<file path="src/rtl/core/lslot_ram.sv">
`timescale 1ns / 1ps
// ----------------------------------------------------------------------------
// lslot_ram
// Generic single-write, single-read RAM with a registered read port.
// ----------------------------------------------------------------------------
module lslot_ram #(
	parameter int WIDTH = 8,
	parameter int DEPTH = 16
) (
	input  logic                     clk,
	input  logic                     we,
	input  logic [$clog2(DEPTH)-1:0] waddr,
	input  logic [WIDTH-1:0]         wdata,
	input  logic                     re,
	input  logic [$clog2(DEPTH)-1:0] raddr,
	output logic [WIDTH-1:0]         rdata
);

	logic [WIDTH-1:0] mem [DEPTH];

	always_ff @(posedge clk) begin
		if (we) begin
			mem[waddr] <= wdata;
		end
		if (re) begin
			rdata <= mem[raddr];
		end
	end

endmodule

</file>
<file path="config.mk">
export PLATFORM = sky130hd
export DESIGN_NAME = lslot_ram
export DESIGN_NICKNAME = d
export VERILOG_FILES = /design/src/rtl/core/lslot_ram.sv
export SDC_FILE = /design/constraint.sdc
export NUM_CORES = 1
export LEC_CHECK = 0
export CAP_MARGIN = 40
export CORE_MARGIN = 1
export CORE_UTILIZATION = 56
export CTS_CLUSTER_DIAMETER = 80
export DETAILED_ROUTE_END_ITERATION = 10
export DONT_BUFFER_PORTS = 1
export PLACE_DENSITY = 0.79
export SLEW_MARGIN = 15
export SYNTH_ARGS = -nofsm -noshare
export SYNTH_HDL_FRONTEND = slang
export SYNTH_SLANG_ARGS = --single-unit
</file>
<file path="constraint.sdc">
create_clock -name clk -period 1.5 [get_ports clk]
set_input_delay 0.075 -clock clk [delete_from_list [all_inputs] [get_ports clk]]
set_output_delay 0.075 -clock clk [all_outputs]
set_load 0.05 [all_outputs]
</file>
==> impl_metrics.toml, run 1 <==
[status]
status = "finished, violations left"
violations = "negative hold slack"

[cells_and_area]
fin_util = 0.700
nets = 290
drive_gt1_frac = 0.296
area_delta_synth_final_pct = 19.1
fillers = 498
register_area_sq_um = 4080
multi_input_area_sq_um = 1090
diodes = 0

[floorplan]
row_count = 34
die_h_um = 98.6
pin_count = 27
die_x_um = 98.6
core_region_area_sq_um = 8890
initial_core_util = 0.588
die_area_sq_um = 9720

[logic_synthesis]
syn_inst = 229
netlist.area_leader.share = 0.781
seq_area_frac_synth = 0.781
synth.largest_area_cell = "edfxtp_1"
synth.distinct_cells = 18
ys_warn_count = 0
synth_seq_cells = 136
syn-cell-area_sq_um = 5230
synthTopCellsByArea = "edfxtp_1 (78%), mux4_2 (7.8%), mux4_1 (7.0%)"
avgSynthCellArea_sq_um = 22.8
synth_nets = 248

[grt]
gr-total-overflow = 0
first_global_vias = 2644
grt_max_degree = 33
grt.total_usage = 0.251
grt_pass1_wl_mm = 16.3
antenna_found_initial = 0

[worst_setup_path]
rr_worst_depth = 3
path_max_fanout = 1
startpoint_type = "register"
regToRegEndpoint = "rdata[5]"
crit_end = "rdata[5]"
crit_path_top_delay_cell = "mux4_1"
path_class = "reg2reg"
critPathMaxStageDelay_ns = 0.55
cp-startpoint = "mem[9][5]"
cp-end-kind = "register"
crit_arrival_ns = 1.73
path_cells = "mux4_1 -> a22oi_2 -> nand2_1"
r2r_start = "mem[9][5]"
regToRegSetupSlack_ns = 0.05
worst_ep_required_time_ns = 1.78

[power_and_ir_drop]
vdd_drop_max_v = 0.000844
powerDensity_nw_per_um2 = 1470
power_leakage_nw = 2.04

[drt]
ant_nets = 0
drc = 0
wire_per_inst_um = 27.9
dr.pass1.iters = 4
totalWireLength_mm = 11.0
vias_per_cell = 6.58
vias = 2580
drtIter0Drc = 263

[sta]
setup_violations = 0
fin_skew_ns = 0.00497
max_freq_ghz = 0.690
maxSlewViolCount = 0
holdWs_ns = -0.00690
fin_ws_ns = 0.0499
slew_headroom = 0.532
period_share = 0.967
tightest_slew_ns = 0.700
period_needed_ns = 1.45
final-hold-violation-count = 1

[cts]
h-tree-depth = 4
root_buffer = "clkbuf_8"
clk_latency_ns = 0.53
cts_tree = "built"
cts_sinks = 136
clock_path_buffers = 2
cts_setup_buffers = 0
path_clk_slew_ns = 0.06
cts_buffers = 17

[placement]
dp_slack_ns = 0.0108
hpwlAfterDp_mm = 5.93
port_buffers = 0
place.gp.congestion = 0.730

[run]
maxCapViolations = 0

[min_path]
hp-class = "in2reg"
## critical path, delay by kind of cell (launching register included)
family / cells / cell delay [ns]
muxes: 1 / 0.55
DFF: 1 / 0.37
and+or+nand+nor: 1 / 0.08
AOI/OAI and AO/OA: 1 / 0.21
## layout make-up
cell class	count	area share
sequential	136	0.656
tap	108	0.0217
clock buffer	19	0.0677
multi-input combinational	83	0.174
clock inverter	13	0.0326
timing repair buffer	33	0.0474
## cell families after synthesis
| kind of cell | Yosys count | share of synthesized area |
|---|---|---|
| muxes | 32 | 0.148 |
| DFF | 136 | 0.781 |
| and+or+nand+nor | 35 | 0.0314 |
| AOI/OAI and AO/OA | 16 | 0.0230 |
| buffers and inverters | 10 | 0.0165 |
## layout by cell type (no fill, tap or decap)
cell / n
edfxtp_1: 136
mux4_2: 25
buf_4: 18
clkbuf_16: 16
dlygate4sd3_1: 14
nor2_1: 13
a22oi_2: 10
nand2_1: 9
mux4_1: 7
a22oi_1: 6
bufinv_16: 5
nor3_1: 3
clkinvlp_4: 3
nand3b_1: 2
nand2b_1: 2
clkinv_1: 2
clkbuf_1: 2
clkinv_4: 2
nor2b_1: 1
and2_1: 1
and2b_1: 1
nand3_1: 1
or3b_2: 1
nor3_2: 1
clkbuf_8: 1
clkinv_2: 1
buf_12: 1
## repair_timing
action	in CTS	in global routing
setup endpoints to repair	4	6
pin swaps	0	1
resized for setup	5	12
hold buffers	14	1
gates cloned	0	0
hold endpoints to repair	179	4
## how the worst min path moves through the flow
stage          startpoint   endpoint  slack [ns]  depth (start not counted)
6_report         raddr[0]   rdata[5]      -0.007                          3
5_1_grt          raddr[1]   rdata[7]        0.01                          3
4_1_cts          raddr[0]   rdata[0]       -0.05                          3
3_5_place_dp     wdata[0]  mem[6][0]        0.17                          0
3_3_place_gp     wdata[3]  mem[7][3]        0.17                          0
2_1_floorplan    wdata[0]  mem[0][0]        0.17                          0
## state kept, by name, indices dropped and copies added, names as in the netlist
name and flops:
mem 128, rdata 8
## routing by layer
layer  track usage  routed length (um)  vias to the layer above  share of wire
met5             0                   0                        -              0
met1         0.335                4370                     1333           0.40
met4         0.133                 247                        0          0.023
met3        0.0801                1010                       24          0.092
li1              -                   -                     1061              -
met2         0.376                5330                      162           0.49
## synthesized netlist by cell type
master,n
or3b_2,1
nor3_1,4
nor2b_1,1
a22oi_1,16
mux4_1,14
and2_1,1
and2b_1,1
nand2b_1,2
nand2_1,9
nand3_1,1
nor2_1,13
mux4_2,18
nand3b_1,2
clkdlybuf4s25_2,3
buf_4,1
buf_2,3
edfxtp_1,136
buf_6,3
## per-stage QoR
stage / setup TNS [ns] / total power [mW] / area, sq um / std cells
floorplan: 0 / 4.66 / 5230 / 229
global placement: -0.0111 / 4.68 / 5420 / 345
detailed placement: 0 / 4.69 / 5420 / 345
CTS: 0 / 9.15 / 6200 / 391
global route: -0.00298 / 9.34 / 6220 / 392
finish: 0 / 9.14 / 6220 / 392
## power breakdown
group	switching (mW)	leakage (nW)	internal, mW
logic	0.207	0.513	0.171
registers	0.0910	1.24	4.29
clock network	1.53	0.293	2.85
(Power assumes the default switching activity.)
==> inputs of run 2 (changes only) <==
==> constraint.sdc (replaced) <==
create_clock -name clk -period 1.5 [get_ports clk]
set_input_delay 0.15 -clock clk [delete_from_list [all_inputs] [get_ports clk]]
set_output_delay 0.15 -clock clk [all_outputs]
set_load 0.05 [all_outputs]
==> run 2 against run 1 <==
The run ends with negative setup slack left. Critical path depth increased by 1. Non-clock buffer count increased by 3. First-iteration DRC count up 5.7%. Clock power is essentially flat. Clock-buffer cell count shrank 2. Power shrank 0.78%. Sequential power about the same.
==> impl_metrics.toml, run 2 (synthesis results as in run 1) <==
[status]
status = "finished, violations left"
violations = "negative setup slack"

[sta]
maxSlewViolCount = 0
setup_violations = 8
period_share = 1.02
fin_skew_ns = 0.00575
tightest_slew_ns = 0.682
slew_headroom = 0.544
fin_ws_ns = -0.0251
period_needed_ns = 1.53
final-hold-violation-count = 0
max_freq_ghz = 0.656

[worst_setup_path]
critPathMaxStageDelay_ns = 0.61
crit_arrival_ns = 1.74
cp-end-kind = "register"
worst_ep_required_time_ns = 1.72
cp_top_family = "buffers and inverters"
path_class = "in2reg"
cp_common_cell = "dlygate4sd3_1"
path_cells = "dlygate4sd3_1 -> nor3_1 -> dlygate4sd3_1 -> buf_4"
crit_path_top_delay_cell = "dlygate4sd3_1"
cp.buffers_inverters = 3
startpoint_type = "input port"
path_max_fanout = 8

[drt]
drtIter0Drc = 278
wire_per_inst_um = 26.4
dr.pass1.iters = 4
vias_per_cell = 6.36
totalWireLength_mm = 10.4
vias = 2511
drc = 0
ant_nets = 0

[cells_and_area]
diodes = 0
final_cell_mix = "edfxtp_1 (136), buf_4 (21), mux4_2 (20)"
fillers = 513
reg.largest.list = "mem: 128 flops, rdata: 8 flops"
regMostFlops = "mem"
largest_reg_flops = 128
area_delta_synth_final_pct = 19.2
layout_commonest_cell = "edfxtp_1"
nets = 293
drive_gt1_frac = 0.272

[floorplan]
core_region_area_sq_um = 8890
pin_count = 27
initial_core_util = 0.588
die_h_um = 98.6
die_area_sq_um = 9720
row_count = 34
die_x_um = 98.6

[grt]
gr-total-overflow = 0
grt.total_usage = 0.236
grt_pass1_wl_mm = 15.4
grt_max_degree = 33
first_global_vias = 2519
antenna_found_initial = 0

[placement]
place.gp.congestion = 0.744
port_buffers = 0
hpwlAfterDp_mm = 5.85
dp_slack_ns = 0.0286

[power_and_ir_drop]
power_leakage_nw = 2.08
powerDensity_nw_per_um2 = 1460
p_total_mw = 9.07
vdd_drop_max_v = 0.000965

[cts]
clock_path_buffers = 2
cts_tree = "built"
clk_latency_ns = 0.52
h-tree-depth = 4
path_clk_slew_ns = 0.06
cts_setup_buffers = 0
cts_sinks = 136
cts_buffers = 17
root_buffer = "clkbuf_8"

[run]
maxCapViolations = 0

[min_path]
hp-class = "in2reg"
==> run 2: cell count changes in the layout (fill, tap and decap cells not counted), sizes merged <==
cell         delta
inv             +6
clkinvlp        -1
clkbuf          -2
bufinv          -1
clkinv          -2
dlygate4sd3     +1
buf             +2
==> run 2: final cells by class <==
class / instances / area (sq um) / area share
repair buffers: 36 / 308 / 0.0494
clock inverters: 15 / 214 / 0.0343
multi-input cells: 83 / 1070 / 0.173
flip-flops and latches: 136 / 4080 / 0.656
well taps: 108 / 135 / 0.0217
clock buffers: 17 / 414 / 0.0665
==> run 2: metrics by stage <==
stage               std cells  area, sq um  utilization  setup TNS (ns)  hold WS, ns
finish                    395         6230        0.701          -0.177      0.00669
global route              395         6230        0.701          -0.486    -0.000965
CTS                       393         6200        0.698               0     0.000771
detailed placement        348         5440        0.612               0        0.249
global placement          348         5440        0.612               0        0.249
floorplan                 229         5230            -               0        0.249
==> run 2: where the power goes <==
| group | internal (mW) | switching [mW] | leakage (nW) |
|---|---|---|---|
| Combinational | 0.162 | 0.174 | 0.545 |
| Clock | 2.74 | 1.62 | 0.301 |
| Sequential | 4.28 | 0.0912 | 1.24 |
==> run 2: what timing repair did <==
item,4_1_cts,5_1_grt
hold buffers,13,2
endpoints found under the hold margin,156,1
endpoints found under the setup margin,1,4
gates resized for setup,1,5
==> run 2: worst reg2reg max path, delay by kind of cell (launching register included) <==
family	cells	cell delay, ns
mux	1	0.53
flops	1	0.38
compound gates	1	0.26
simple gates	1	0.07
==> run 2: layer usage <==
metal  part of all wire  track usage  vias up
met2               0.49        0.356      135
met4              0.011       0.0918        0
met3              0.074       0.0624        8
li1                   -            -     1072
met5                  0            0        -
met1               0.42        0.336     1296
==> run 2: worst paths after layout <==
kind	end	cells after the start	from	slack [ns]
min reg2reg	rdata[0]	3	mem[14][0]	0.75
min	rdata[3]	3	raddr[1]	0.007
max	mem[8][7]	4	waddr[0]	-0.03
max reg2reg	rdata[5]	3	mem[1][5]	0.02
