[config.mk]
export PLATFORM = sky130hd
export DESIGN_NAME = lslot_ctrl
export DESIGN_NICKNAME = d
export VERILOG_FILES = /design/src/rtl/core/lslot_pkg.sv /design/src/rtl/core/lslot_ctrl.sv
export SDC_FILE = /design/constraint.sdc
export NUM_CORES = 1
export LEC_CHECK = 0
export BUFFER_PORTS_ARGS = -buffer_cell sky130_fd_sc_hd__buf_2
export CAP_MARGIN = 20
export CORE_MARGIN = 5
export CORE_UTILIZATION = 43
export DETAILED_ROUTE_END_ITERATION = 10
export HOLD_SLACK_MARGIN = 0.1
export PLACE_DENSITY_LB_ADDON = 0.25
export SYNTH_ARGS = -nofsm -noshare
export SYNTH_HDL_FRONTEND = slang
export SYNTH_SLANG_ARGS = --single-unit
[constraint.sdc]
create_clock -name clk -period 2.11 [get_ports clk]
set_clock_uncertainty 0.2 [all_clocks]
set_input_delay 0 -clock clk [delete_from_list [all_inputs] [get_ports clk]]
set_output_delay 0 -clock clk [all_outputs]
set_load 0.005 [all_outputs]
[src/rtl/core/lslot_pkg.sv]
`timescale 1ns / 1ps
// ----------------------------------------------------------------------------
// lslot_pkg
// Shared constants and types for the lowest-slot value table.
// ----------------------------------------------------------------------------
package lslot_pkg;

	localparam int SLOT_FIELD_W   = 10;
	localparam int VALUE_FIELD_W  = 32;
	localparam int DEF_SLOT_COUNT  = 1024;
	localparam int DEF_VALUE_WIDTH = 32;

	localparam logic MODE_WRITE = 1'b0;
	localparam logic MODE_FIND  = 1'b1;

	// one find result as it leaves the scan controller
	typedef struct packed {
		logic                    hit;
		logic [SLOT_FIELD_W-1:0] slot;
	} lslot_result_t;

endpackage

[src/rtl/core/lslot_ctrl.sv]
`timescale 1ns / 1ps
// ----------------------------------------------------------------------------
// lslot_ctrl
// Sequencer around the slot memory: clearing pass after reset, direct writes,
// and the in-order find scan with one memory read per cycle.
// ----------------------------------------------------------------------------
module lslot_ctrl
	import lslot_pkg::*;
#(
	parameter int SLOT_COUNT  = DEF_SLOT_COUNT,
	parameter int VALUE_WIDTH = DEF_VALUE_WIDTH,
	localparam int IDX_W = $clog2(SLOT_COUNT),
	localparam int MEM_W = VALUE_WIDTH + 1
) (
	input  logic                            clk,
	input  logic                            arst_n,
	input  logic                            in_valid,
	output logic                            in_ready,
	input  logic                            mode,
	input  logic [SLOT_FIELD_W-1:0]         slot,
	input  logic signed [VALUE_FIELD_W-1:0] value,
	input  logic                            out_free,
	output logic                            res_valid,
	output lslot_result_t                   res,
	output logic                            ram_we,
	output logic [IDX_W-1:0]                ram_waddr,
	output logic [MEM_W-1:0]                ram_wdata,
	output logic                            ram_re,
	output logic [IDX_W-1:0]                ram_raddr,
	input  logic [MEM_W-1:0]                ram_rdata
);

	localparam logic [IDX_W-1:0] LAST_IDX = IDX_W'(SLOT_COUNT - 1);

	typedef enum logic [1:0] {
		ST_CLEAR,
		ST_IDLE,
		ST_SCAN
	} state_t;

	state_t                 state_q;
	logic [IDX_W-1:0]       ptr_q;
	logic                   issue_q;
	logic [VALUE_WIDTH-1:0] key_q;
	logic                   pend_s1;
	logic [IDX_W-1:0]       addr_s1;

	logic                   accept;
	logic [31:0]            slot_ext;
	logic                   slot_in_range;
	logic [63:0]            value_ext;
	logic [VALUE_WIDTH-1:0] value_key;
	logic                   match;
	logic                   last_s1;
	logic                   done;
	logic [31:0]            addr_ext;

	assign slot_ext      = 32'(slot);
	assign slot_in_range = slot_ext < 32'(SLOT_COUNT);
	assign value_ext     = 64'($unsigned(value));
	assign value_key     = value_ext[VALUE_WIDTH-1:0];

	// a find needs the output register free, since nothing else can hold it
	assign in_ready = (state_q == ST_IDLE) && ((mode == MODE_WRITE) || out_free);
	assign accept   = in_valid && in_ready;

	assign match   = pend_s1 && ram_rdata[VALUE_WIDTH]
			&& (ram_rdata[VALUE_WIDTH-1:0] == key_q);
	assign last_s1 = pend_s1 && (addr_s1 == LAST_IDX);
	assign done    = (state_q == ST_SCAN) && (match || last_s1);
	assign addr_ext = 32'(addr_s1);

	assign res_valid = done;
	assign res.hit   = match;
	assign res.slot  = match ? addr_ext[SLOT_FIELD_W-1:0] : '0;

	always_comb begin
		ram_we    = 1'b0;
		ram_waddr = ptr_q;
		ram_wdata = '0;
		if (state_q == ST_CLEAR) begin
			ram_we = 1'b1;
		end else if (accept && (mode == MODE_WRITE) && slot_in_range) begin
			ram_we    = 1'b1;
			ram_waddr = slot_ext[IDX_W-1:0];
			ram_wdata = {1'b1, value_key};
		end
	end

	assign ram_re    = (state_q == ST_SCAN) && issue_q;
	assign ram_raddr = ptr_q;

	always_ff @(posedge clk or negedge arst_n) begin
		if (!arst_n) begin
			state_q <= ST_CLEAR;
			ptr_q   <= '0;
			issue_q <= 1'b0;
			pend_s1 <= 1'b0;
			addr_s1 <= '0;
			key_q   <= '0;
		end else begin
			unique case (state_q)
				ST_CLEAR: begin
					if (ptr_q == LAST_IDX) begin
						state_q <= ST_IDLE;
						ptr_q   <= '0;
					end else begin
						ptr_q <= ptr_q + 1'b1;
					end
				end
				ST_IDLE: begin
					if (accept && (mode == MODE_FIND)) begin
						state_q <= ST_SCAN;
						ptr_q   <= '0;
						issue_q <= 1'b1;
						key_q   <= value_key;
					end
				end
				ST_SCAN: begin
					if (done) begin
						// drop the read still in flight
						state_q <= ST_IDLE;
						issue_q <= 1'b0;
						pend_s1 <= 1'b0;
					end else begin
						pend_s1 <= issue_q;
						addr_s1 <= ptr_q;
						if (issue_q) begin
							if (ptr_q == LAST_IDX) begin
								issue_q <= 1'b0;
							end else begin
								ptr_q <= ptr_q + 1'b1;
							end
						end
					end
				end
				default: begin
					state_q <= ST_IDLE;
				end
			endcase
		end
	end

endmodule

==> metrics, run 1 <==
failing checks=setup timing; RSZ-0062 raised after global routing=yes; CP startpoint kind=flip-flop; Setup crit start=key_q[8]$_DFFE_PN0P_; area grow syn2layout=70.8%; critical path capture point type=flip-flop; Total Routed Length=11.9 mm; Async S/R FF share, synth=100%; Clock Path Buffers=2; Post-synth EDFFs=0; flops & latches, synth=56; largest area contributor in the netlist=dfrtp_1; # IOs=148; Critical Path Fanout Max=8; clk_lat worst skew=between 0.3 and 0.4 ns; layout cells sized above 1=59.0%; Fillers=477; final cell count without fillers=between 600 and 700; H-tree depth=2; Fmax=405 MHz; Ys Warns=0; Post-Syn Instances=roughly 290; final setup fails=68; Max-Cap Viols=0; Post-synth top cells=dfrtp_1 (56), mux2_2 (44), and2_1 (42), xor2_1 (28), o21ai_0 (18); die height=96.9 µm; Starting Density=44.5%; Final Cell Area=5550 µm²; antenna violations before repair=1; Final Util=approximately three quarters; Most used DFF post-synth=dfrtp_1; Yosys top cell area share=43.1%; Core Region=roughly 7300 µm²; # nets final=a little over 600; CTS tree=done; DRC=0; P_leak=2.76 nW; Worst EP arrival=2.47 ns; hold crit path type=input port to output port; total CTS buffers=5; final hold vios=0; Crit Path Class=flip-flop to flip-flop; Syn Area/Cell=11.1 µm²; outcome=finished with violations; Avg WL per Cell=19.0 µm; largest net degree at the start of global routing=57; root buffer cell=clkbuf_8; PD cells=856 nW/µm²; drt initial violations=a little over 100; peak supply drop=0.000526 V; via count=3248; first-pass GRT wire length=around 18 mm; Antenna Violating Nets Remaining=0; HP Start=slot[4]; # port buffers=roughly 150; sequential-to-total area share from yosys stat=about 43%; syn_nets=378; Via density=5.20; Worst slew margin=51.7%; placed cell areas=4320 µm²; worst reg2reg startpoint=key_q[8]$_DFFE_PN0P_; final worst path period share=117%; top cells by area, synth=dfrtp_1 (43%), mux2_2 (15%), and2_1 (8.1%); GR Overflow Total=0; synthesized cell area=3250 µm²; pre-CTS setup slack=-0.290 ns; final hold slack=between 0.1 and 0.15 ns; Total GRT Usage=23.1%; Slew Limit Fails=0; top-count cell post-synth=dfrtp_1; Unique masters post-synth=40; total power=4.75 mW; routability cong.=0.795; drt pass-1 iters=4; Die Wd=approximately 97 µm; placed cell count=~560; Worst-path clk slew=0.10 ns; Crit path required time=2.11 ns; vias in the first global route=3346; HPWL after DPL=6.87 mm; Worst-Margin Slew=0.725 ns; TritonCTS Sinks=56; die area=9390 µm²; Placement Rows=31; Post-Route Setup TNS=-12.88 ns; Period minus WS final=roughly 2.5 ns; post-route setup slack=-0.361 ns
[layout by cell type, fill, tap and decap left out, drive strengths merged, types with 7 or more instances in the layout]
master | synthesis | layout
and2 | 42 | 42
buf | 4 | 192
clkbuf | 8 | 9
dfrtp | 56 | 56
dlygate4sd3 | 0 | 42
inv | 8 | 8
mux2 | 52 | 52
nand3 | 7 | 7
nand4 | 7 | 7
nor4 | 8 | 8
o21ai | 21 | 21
xor2 | 28 | 28
[registers in the layout (all words and copies together), names as in the netlist]
register	flops
ram_raddr	10
state_q	2
addr_s1	10
pend_s1	1
issue_q	1
key_q	32
[report_power, final]
part	switching [mW]	internal, mW	total (mW)
clock network	0.347	0.268	0.615
logic	1.04	1.39	2.43
registers	0.268	1.44	1.71
[final timing paths]
check / to / slack [ns] / depth (start not counted)
max in group asynchronous: key_q[0]$_DFFE_PN0P_ / 1.07 / 3
min in group asynchronous: addr_s1[4]$_DFFE_PN0P_ / 0.15 / 3
min reg2reg: addr_s1[1]$_DFFE_PN0P_ / 0.33 / 1
min: ram_waddr[4] / 0.10 / 3
max: addr_s1[7]$_DFFE_PN0P_ / -0.36 / 9
max reg2reg: addr_s1[7]$_DFFE_PN0P_ / -0.36 / 9
[critical path, stage by stage (launching register included)]
cell     delay [ns]
dfrtp_1        0.40
xor2_1         0.14
nor4_1         0.27
nand4_1        0.23
nor4_4         0.35
nor2b_2        0.09
buf_4          0.15
nand2_4        0.08
buf_12         0.14
mux2_4         0.30
[kinds of logic (layout without fill, tap and decap cells)]
| family | count (synthesis) | in the layout | synth area share, % |
|---|---|---|---|
| buf+inv | 20 | 252 | 2.85 |
| fa+ha+maj | 5 | 5 | 1.93 |
| flops | 56 | 56 | 43.1 |
| xor+xnor | 32 | 32 | 8.63 |
| mux | 52 | 52 | 19.0 |
| other cells | 0 | 1 | 0 |
| compound gates | 41 | 41 | 8.21 |
| simple gates | 87 | 87 | 16.3 |
[area by class of cell]
class                      count  area (µm²)  share of cell area, %
multi-input combinational    217        2020                   36.4
antenna                        1        2.50                 0.0451
inverter                       8        30.0                  0.541
tap                           99         124                   2.23
sequential                    56        1400                   25.3
clock inverter                 1        7.51                  0.135
timing repair buffer         236        1880                   33.8
clock buffer                   7        86.3                   1.56
[layer usage]
metal  track usage [%]  wire (µm)  part of all wire (%)  up-vias
met1              26.9       4740                    40     1588
met5                 0          0                     0        -
met3              4.89        582                   4.9       30
li1                  -          -                     -     1497
met4              8.32        358                   3.0        0
met2              41.4       6200                    52      133
[what timing repair did]
action,in CTS,in global routing
resized for setup,57,73
endpoints found under the hold margin,115,0
hold buffers,42,0
buffers inserted,12,1
gates cloned,3,4
endpoints found under the setup margin,46,79
pin swaps,18,34
Note: power is estimated with default switching activity, not from simulation.
==> run 2: changes to the inputs <==
- PLACE_DENSITY_LB_ADDON: 0.25 -> 0.12
==> metrics, run 2 (same netlist as run 1, synthesis figures left out) <==
outcome=finished with violations; failing checks=setup timing; Top reg by flops=key_q; Total GRT Usage=22.4% (-0.70 points); critical path's largest stage delay=0.41 ns (about the same); Worst slew margin=42.8% (-8.9 points); PD cells=855 nW/µm² (about the same); die height=96.9 µm (unchanged); TritonCTS Sinks=56 (unchanged); Slew Limit Fails=0 (unchanged); Worst-path clk slew=0.11 ns (about the same); RSZ-0062 raised after global routing=yes; placed cell areas=4370 µm² (+1.2%); area grow syn2layout=70.6% (about the same); final worst path period share=114% (-2.6 points); peak supply drop=0.000557 V (+5.8%); Worst R2R Setup Slack=-0.31 ns (+0.06 ns); max FFs per register=32 (unchanged); worst r2r path cells=9 (unchanged); Placement Rows=31 (unchanged); final cell count without fillers=629 (+0.64%); total CTS buffers=5 (unchanged); Endpoint, Worst Hold=ram_waddr[0]; antenna violations before repair=0 (-1); GR Overflow Total=0 (unchanged); CTS tree=done; commonest cells after routing, fill and taps aside=buf_2 (120), dfrtp_1 (55), dlygate4sd3_1 (42); Crit Reg-Reg Endpoint=ram_raddr[7]$_DFFE_PN0P_; hold crit path type=input port to output port; worst reg2reg startpoint=key_q[1]$_DFFE_PN0P_; routability cong.=0.803 (+0.99%); Avg WL per Cell=17.2 µm (-9.2%); Worst-Margin Slew=0.856 ns (+0.131 ns); slowest CP cell=dfrtp_1; final setup fails=38 (-44%); clk_lat worst skew=0.32 ns (about the same); first-pass GRT wire length=17.4 mm (-1.4%); layout cells sized above 1=58.5% (-0.56 points); Via density=4.99 (-3.9%); pre-CTS setup slack=-0.324 ns (-0.0346 ns); most common cell after layout, fill and taps aside=buf_2; most used cell, CP=buf_4; H-tree depth=2 (unchanged); Starting Density=44.5% (unchanged); HPWL after DPL=6.78 mm (-1.3%); post-route setup slack=-0.305 ns (+0.0559 ns); die area=9390 µm² (unchanged); CP cell instances=xor2_1 -> nor4_1 -> nand2_1 -> nor4_4 -> buf_4 -> buf_4 -> o21a_4 -> or3_4 -> o31ai_2; Critical Path Fanout Max=8 (unchanged); Max-Cap Viols=0 (unchanged); Worst EP arrival=2.41 ns (-0.06 ns); largest net degree at the start of global routing=35 (-39%); critical path capture point type=flip-flop; Period minus WS final=2.42 ns (-0.0559 ns); # nets final=614 (+0.82%); Clock Path Buffers=2 (unchanged); # port buffers=147 (unchanged); DRC=0 (unchanged); # IOs=148 (unchanged); Core Region=7290 µm² (unchanged); root buffer cell=clkbuf_8; Fmax=414 MHz (+2.3%); Antenna Violating Nets Remaining=0 (unchanged); drt pass-1 iters=4 (unchanged); P_leak=2.77 nW (+0.68%); hold path depth=3 (unchanged); HP Start=slot[0]; placed cell count=562 (+0.90%); Crit Path Class=flip-flop to flip-flop; total power=4.74 mW (-0.14%); via count=3141 (-3.3%); Final Cell Area=5540 µm² (about the same); antenna diode count=0 (-1); Total Routed Length=10.8 mm (-8.6%); CP startpoint kind=flip-flop; vias in the first global route=3381 (+1.0%); Die Wd=96.9 µm (unchanged); drt initial violations=111 (+9.9%); Crit path required time=2.10 ns (about the same); Post-Route Setup TNS=-8.77 ns (+4.11 ns); final hold vios=0 (unchanged)
==> run 2: what timing repair did <==
| action | in CTS | in global routing |
|---|---|---|
| hold buffers | 42 | 0 |
| hold endpoints to repair | 118 | 0 |
| endpoints found under the setup margin | 46 | 75 |
| resized for setup | 55 | 61 |
| setup buffers | 10 | 8 |
| cloned | 3 | 0 |
| pin swaps | 13 | 23 |
==> run 2: how the worst max path moves through the flow <==
| stage | slack [ns] | end | depth (start not counted) | from |
|---|---|---|---|---|
| 2_1_floorplan | -0.09 | addr_s1[2]$_DFFE_PN0P_ | 8 | key_q[8]$_DFFE_PN0P_ |
| 3_3_place_gp | -0.32 | addr_s1[9]$_DFFE_PN0P_ | 9 | key_q[16]$_DFFE_PN0P_ |
| 3_5_place_dp | -0.32 | ram_raddr[0]$_DFFE_PN0P_ | 9 | key_q[16]$_DFFE_PN0P_ |
| 4_1_cts | -0.37 | res[1] | 9 | key_q[16]$_DFFE_PN0P_ |
| 5_1_grt | -0.42 | ram_raddr[7]$_DFFE_PN0P_ | 9 | key_q[20]$_DFFE_PN0P_ |
| 6_report | -0.31 | ram_raddr[7]$_DFFE_PN0P_ | 9 | key_q[1]$_DFFE_PN0P_ |
==> run 2: critical path: cells and delay by family, from the launching register on <==
| kind | cells | cell delay [ns] |
|---|---|---|
| and+or+nand+nor | 4 | 1.01 |
| AOI/OAI and AO/OA | 2 | 0.22 |
| buffers and inverters | 2 | 0.30 |
| DFF | 1 | 0.41 |
| xor gates and xnor gates | 1 | 0.16 |
==> run 2: cell type report <==
class,instances,area (µm²)
clock buffer,6,72.6
clock inverter,2,38.8
fill,528,1750
inverter,8,30.0
multi-input combinational,217,2030
sequential,56,1400
tap,99,124
timing repair buffer,241,1840
==> run 2: layer usage <==
layer	track usage, %	part of all wire, %	wire (µm)	up-vias
li1	-	-	-	1504
met1	27.9	42	4510	1505
met2	37.4	50	5440	114
met3	6.62	6.2	672	18
met4	6.70	2.0	221	0
met5	0	0	0	-
==> run 2: power breakdown <==
group	leakage, nW	internal, mW	switching (mW)
Clock	0.0558	0.360	0.362
Combinational	2.02	1.33	0.990
Sequential	0.701	1.44	0.258
==> run 2: per-stage QoR <==
step	utilization [%]	hold WS (ns)
2_1_floorplan	-	-0.496
3_3_place_gp	59.9	-0.211
3_5_place_dp	59.9	-0.219
4_1_cts	72.0	0.101
5_1_grt	76.0	0.113
6_report	76.0	0.0936
==> run 3: changes to the inputs <==
- CORE_UTILIZATION: 43 -> 47
- clock period: 2.11 -> 2.5 ns (I/O delays scaled with it)
==> metrics, run 3 (same netlist as run 1, synthesis figures left out) <==
outcome=completed; via count=2922 (-7.0%); Core Region=6760 µm² (-7.3%); placed cell count=528 (-6.0%); Via density=5.06 (+1.4%); Fillers=529 (+0.19%); hold crit path type=input port to output port; largest net degree at the start of global routing=35 (unchanged); final worst path period share=96.1% (-18 points); hold path depth=3 (unchanged); Die Wd=93.1 µm (-3.9%); HPWL after DPL=6.49 mm (-4.2%); vias in the first global route=3054 (-9.7%); Worst R2R Setup Slack=0.1 ns (+0.40 ns); routability cong.=0.807 (+0.57%); layout cells sized above 1=47.7% (-11 points); final cell count without fillers=577 (-8.3%); Crit Path Class=flip-flop to flip-flop; drt pass-1 iters=4 (unchanged); max FFs per register=32 (unchanged); peak supply drop=0.000411 V (-26%); worst r2r path cells=9 (unchanged); total power=3.37 mW (-29%); most common cell after layout, fill and taps aside=buf_2; Worst EP arrival=2.39 ns (-0.02 ns); GR Overflow Total=0 (unchanged); Worst-Margin Slew=0.452 ns (-0.404 ns); H-tree depth=2 (unchanged); clk_lat worst skew=0.30 ns (-0.02 ns); # port buffers=147 (unchanged); CP startpoint kind=flip-flop; Total Routed Length=9.09 mm (-16%); Worst slew margin=69.7% (+27 points); total CTS buffers=5 (unchanged); P_leak=2.48 nW (-11%); Clock Path Buffers=2 (unchanged); Total GRT Usage=20.9% (-1.5 points); worst reg2reg startpoint=key_q[26]$_DFFE_PN0P_; Placement Rows=30 (-3.2%); TritonCTS Sinks=56 (unchanged); Top reg by flops=key_q; final setup fails=0 (-100%); first-pass GRT wire length=14.5 mm (-16%); Period minus WS final=2.40 ns (-0.0138 ns); root buffer cell=clkbuf_8; drt initial violations=62 (-44%); antenna violations before repair=0 (unchanged); sw frac=33.9% (about the same); P_sw=1.14 mW (-29%); Max-Cap Viols=0 (unchanged); die height=93.1 µm (-3.9%); Antenna Violating Nets Remaining=0 (unchanged); Slew Limit Fails=0 (unchanged); area grow syn2layout=45.8%; antenna diode count=0 (unchanged); # IOs=148 (unchanged); Worst-path clk slew=0.10 ns (about the same); combinational power share=42.8% (-6.2 points); Crit Reg-Reg Endpoint=addr_s1[6]$_DFFE_PN0P_; die area=8670 µm² (-7.6%); Avg WL per Cell=15.7 µm (-8.7%); Starting Density=48.1% (+3.5 points); PD cells=712 nW/µm² (-17%); internal power=2.23 mW (-29%); # nets final=582 (-5.2%); final hold slack=0.0994 ns (+0.00572 ns); Crit path required time=2.49 ns (+0.39 ns); final hold vios=0 (unchanged); Final Cell Area=4740 µm² (-15%); Endpoint, Worst Hold=ram_waddr[4]; Clock Power Share=15.2% (about the same); CTS tree=done; commonest cells after routing, fill and taps aside=buf_2 (147), dfrtp_1 (56), mux2_2 (44); DRC=0 (unchanged); critical path capture point type=flip-flop; pre-CTS setup slack=-0.0795 ns (+0.245 ns); placed cell areas=4190 µm² (-4.0%); HP Start=slot[4]; Seq pwr share=42.0% (+6.2 points); RSZ-0062 raised after global routing=yes; Fmax=416 MHz (+0.58%); Critical Path Fanout Max=8 (unchanged); post-route setup slack=0.0984 ns (+0.404 ns)
run 3: power groups by stage:
stage          clock network (mW)  registers (mW)  logic, mW
6_report                    0.512            1.42       1.44
5_1_grt                     0.559            1.46       1.59
4_1_cts                     0.526            1.42       1.42
3_5_place_dp                    0            1.44       1.34
3_3_place_gp                    0            1.42       1.32
2_1_floorplan                   0            1.40      0.905
run 3: worst max-delay path by stage:
stage / from / to / slack (ns) / cells past startpoint
6_report: key_q[26]$_DFFE_PN0P_ / addr_s1[6]$_DFFE_PN0P_ / 0.1 / 9
3_3_place_gp: key_q[10]$_DFFE_PN0P_ / state_q[0]$_DFFE_PN0P_ / -0.04 / 8
3_5_place_dp: key_q[10]$_DFFE_PN0P_ / state_q[0]$_DFFE_PN0P_ / -0.08 / 8
2_1_floorplan: key_q[16]$_DFFE_PN0P_ / addr_s1[2]$_DFFE_PN0P_ / 0.21 / 8
5_1_grt: key_q[26]$_DFFE_PN0P_ / res[5] / -0.04 / 8
4_1_cts: key_q[26]$_DFFE_PN0P_ / res_valid / 0.06 / 9
run 3: critical path, stage by stage, from the launching register on:
cell	delay (ns)
dfrtp_1	0.40
xor2_1	0.16
nor4_1	0.29
buf_4	0.16
nand4_1	0.15
nor4_4	0.25
nor2b_2	0.10
nand2_2	0.14
buf_12	0.15
mux2_4	0.30
run 3: cell type report:
class | instances | area, µm² | share of cell area, %
clock inverters | 1 | 8.76 | 0.185
multi-input cells | 217 | 1780 | 37.7
inverters | 8 | 30.0 | 0.634
repair buffers | 209 | 1330 | 28.1
flip-flops and latches | 56 | 1400 | 29.6
clock buffers | 6 | 82.6 | 1.74
well taps | 80 | 100 | 2.11
run 3: repair_timing:
item / CTS / global route
setup buffers: 0 / 1
endpoints found under the setup margin: 30 / 23
resized for setup: 1 / 4
pin swaps: 1 / 2
hold buffers: 41 / 0
hold endpoints to repair: 117 / 0
run 3: per-stage QoR:
stage	TNS, ns	utilization [%]
global route	-0.305	70.1
floorplan	0	-
CTS	0	69.7
global placement	-0.383	62.0
detailed placement	-0.754	62.0
finish	0	70.1
run 3: per-layer routing:
layer	routed length (µm)	GRT usage (%)
met3	524	3.94
met5	0	0
met2	4530	35.9
met4	129	5.25
met1	3900	27.2
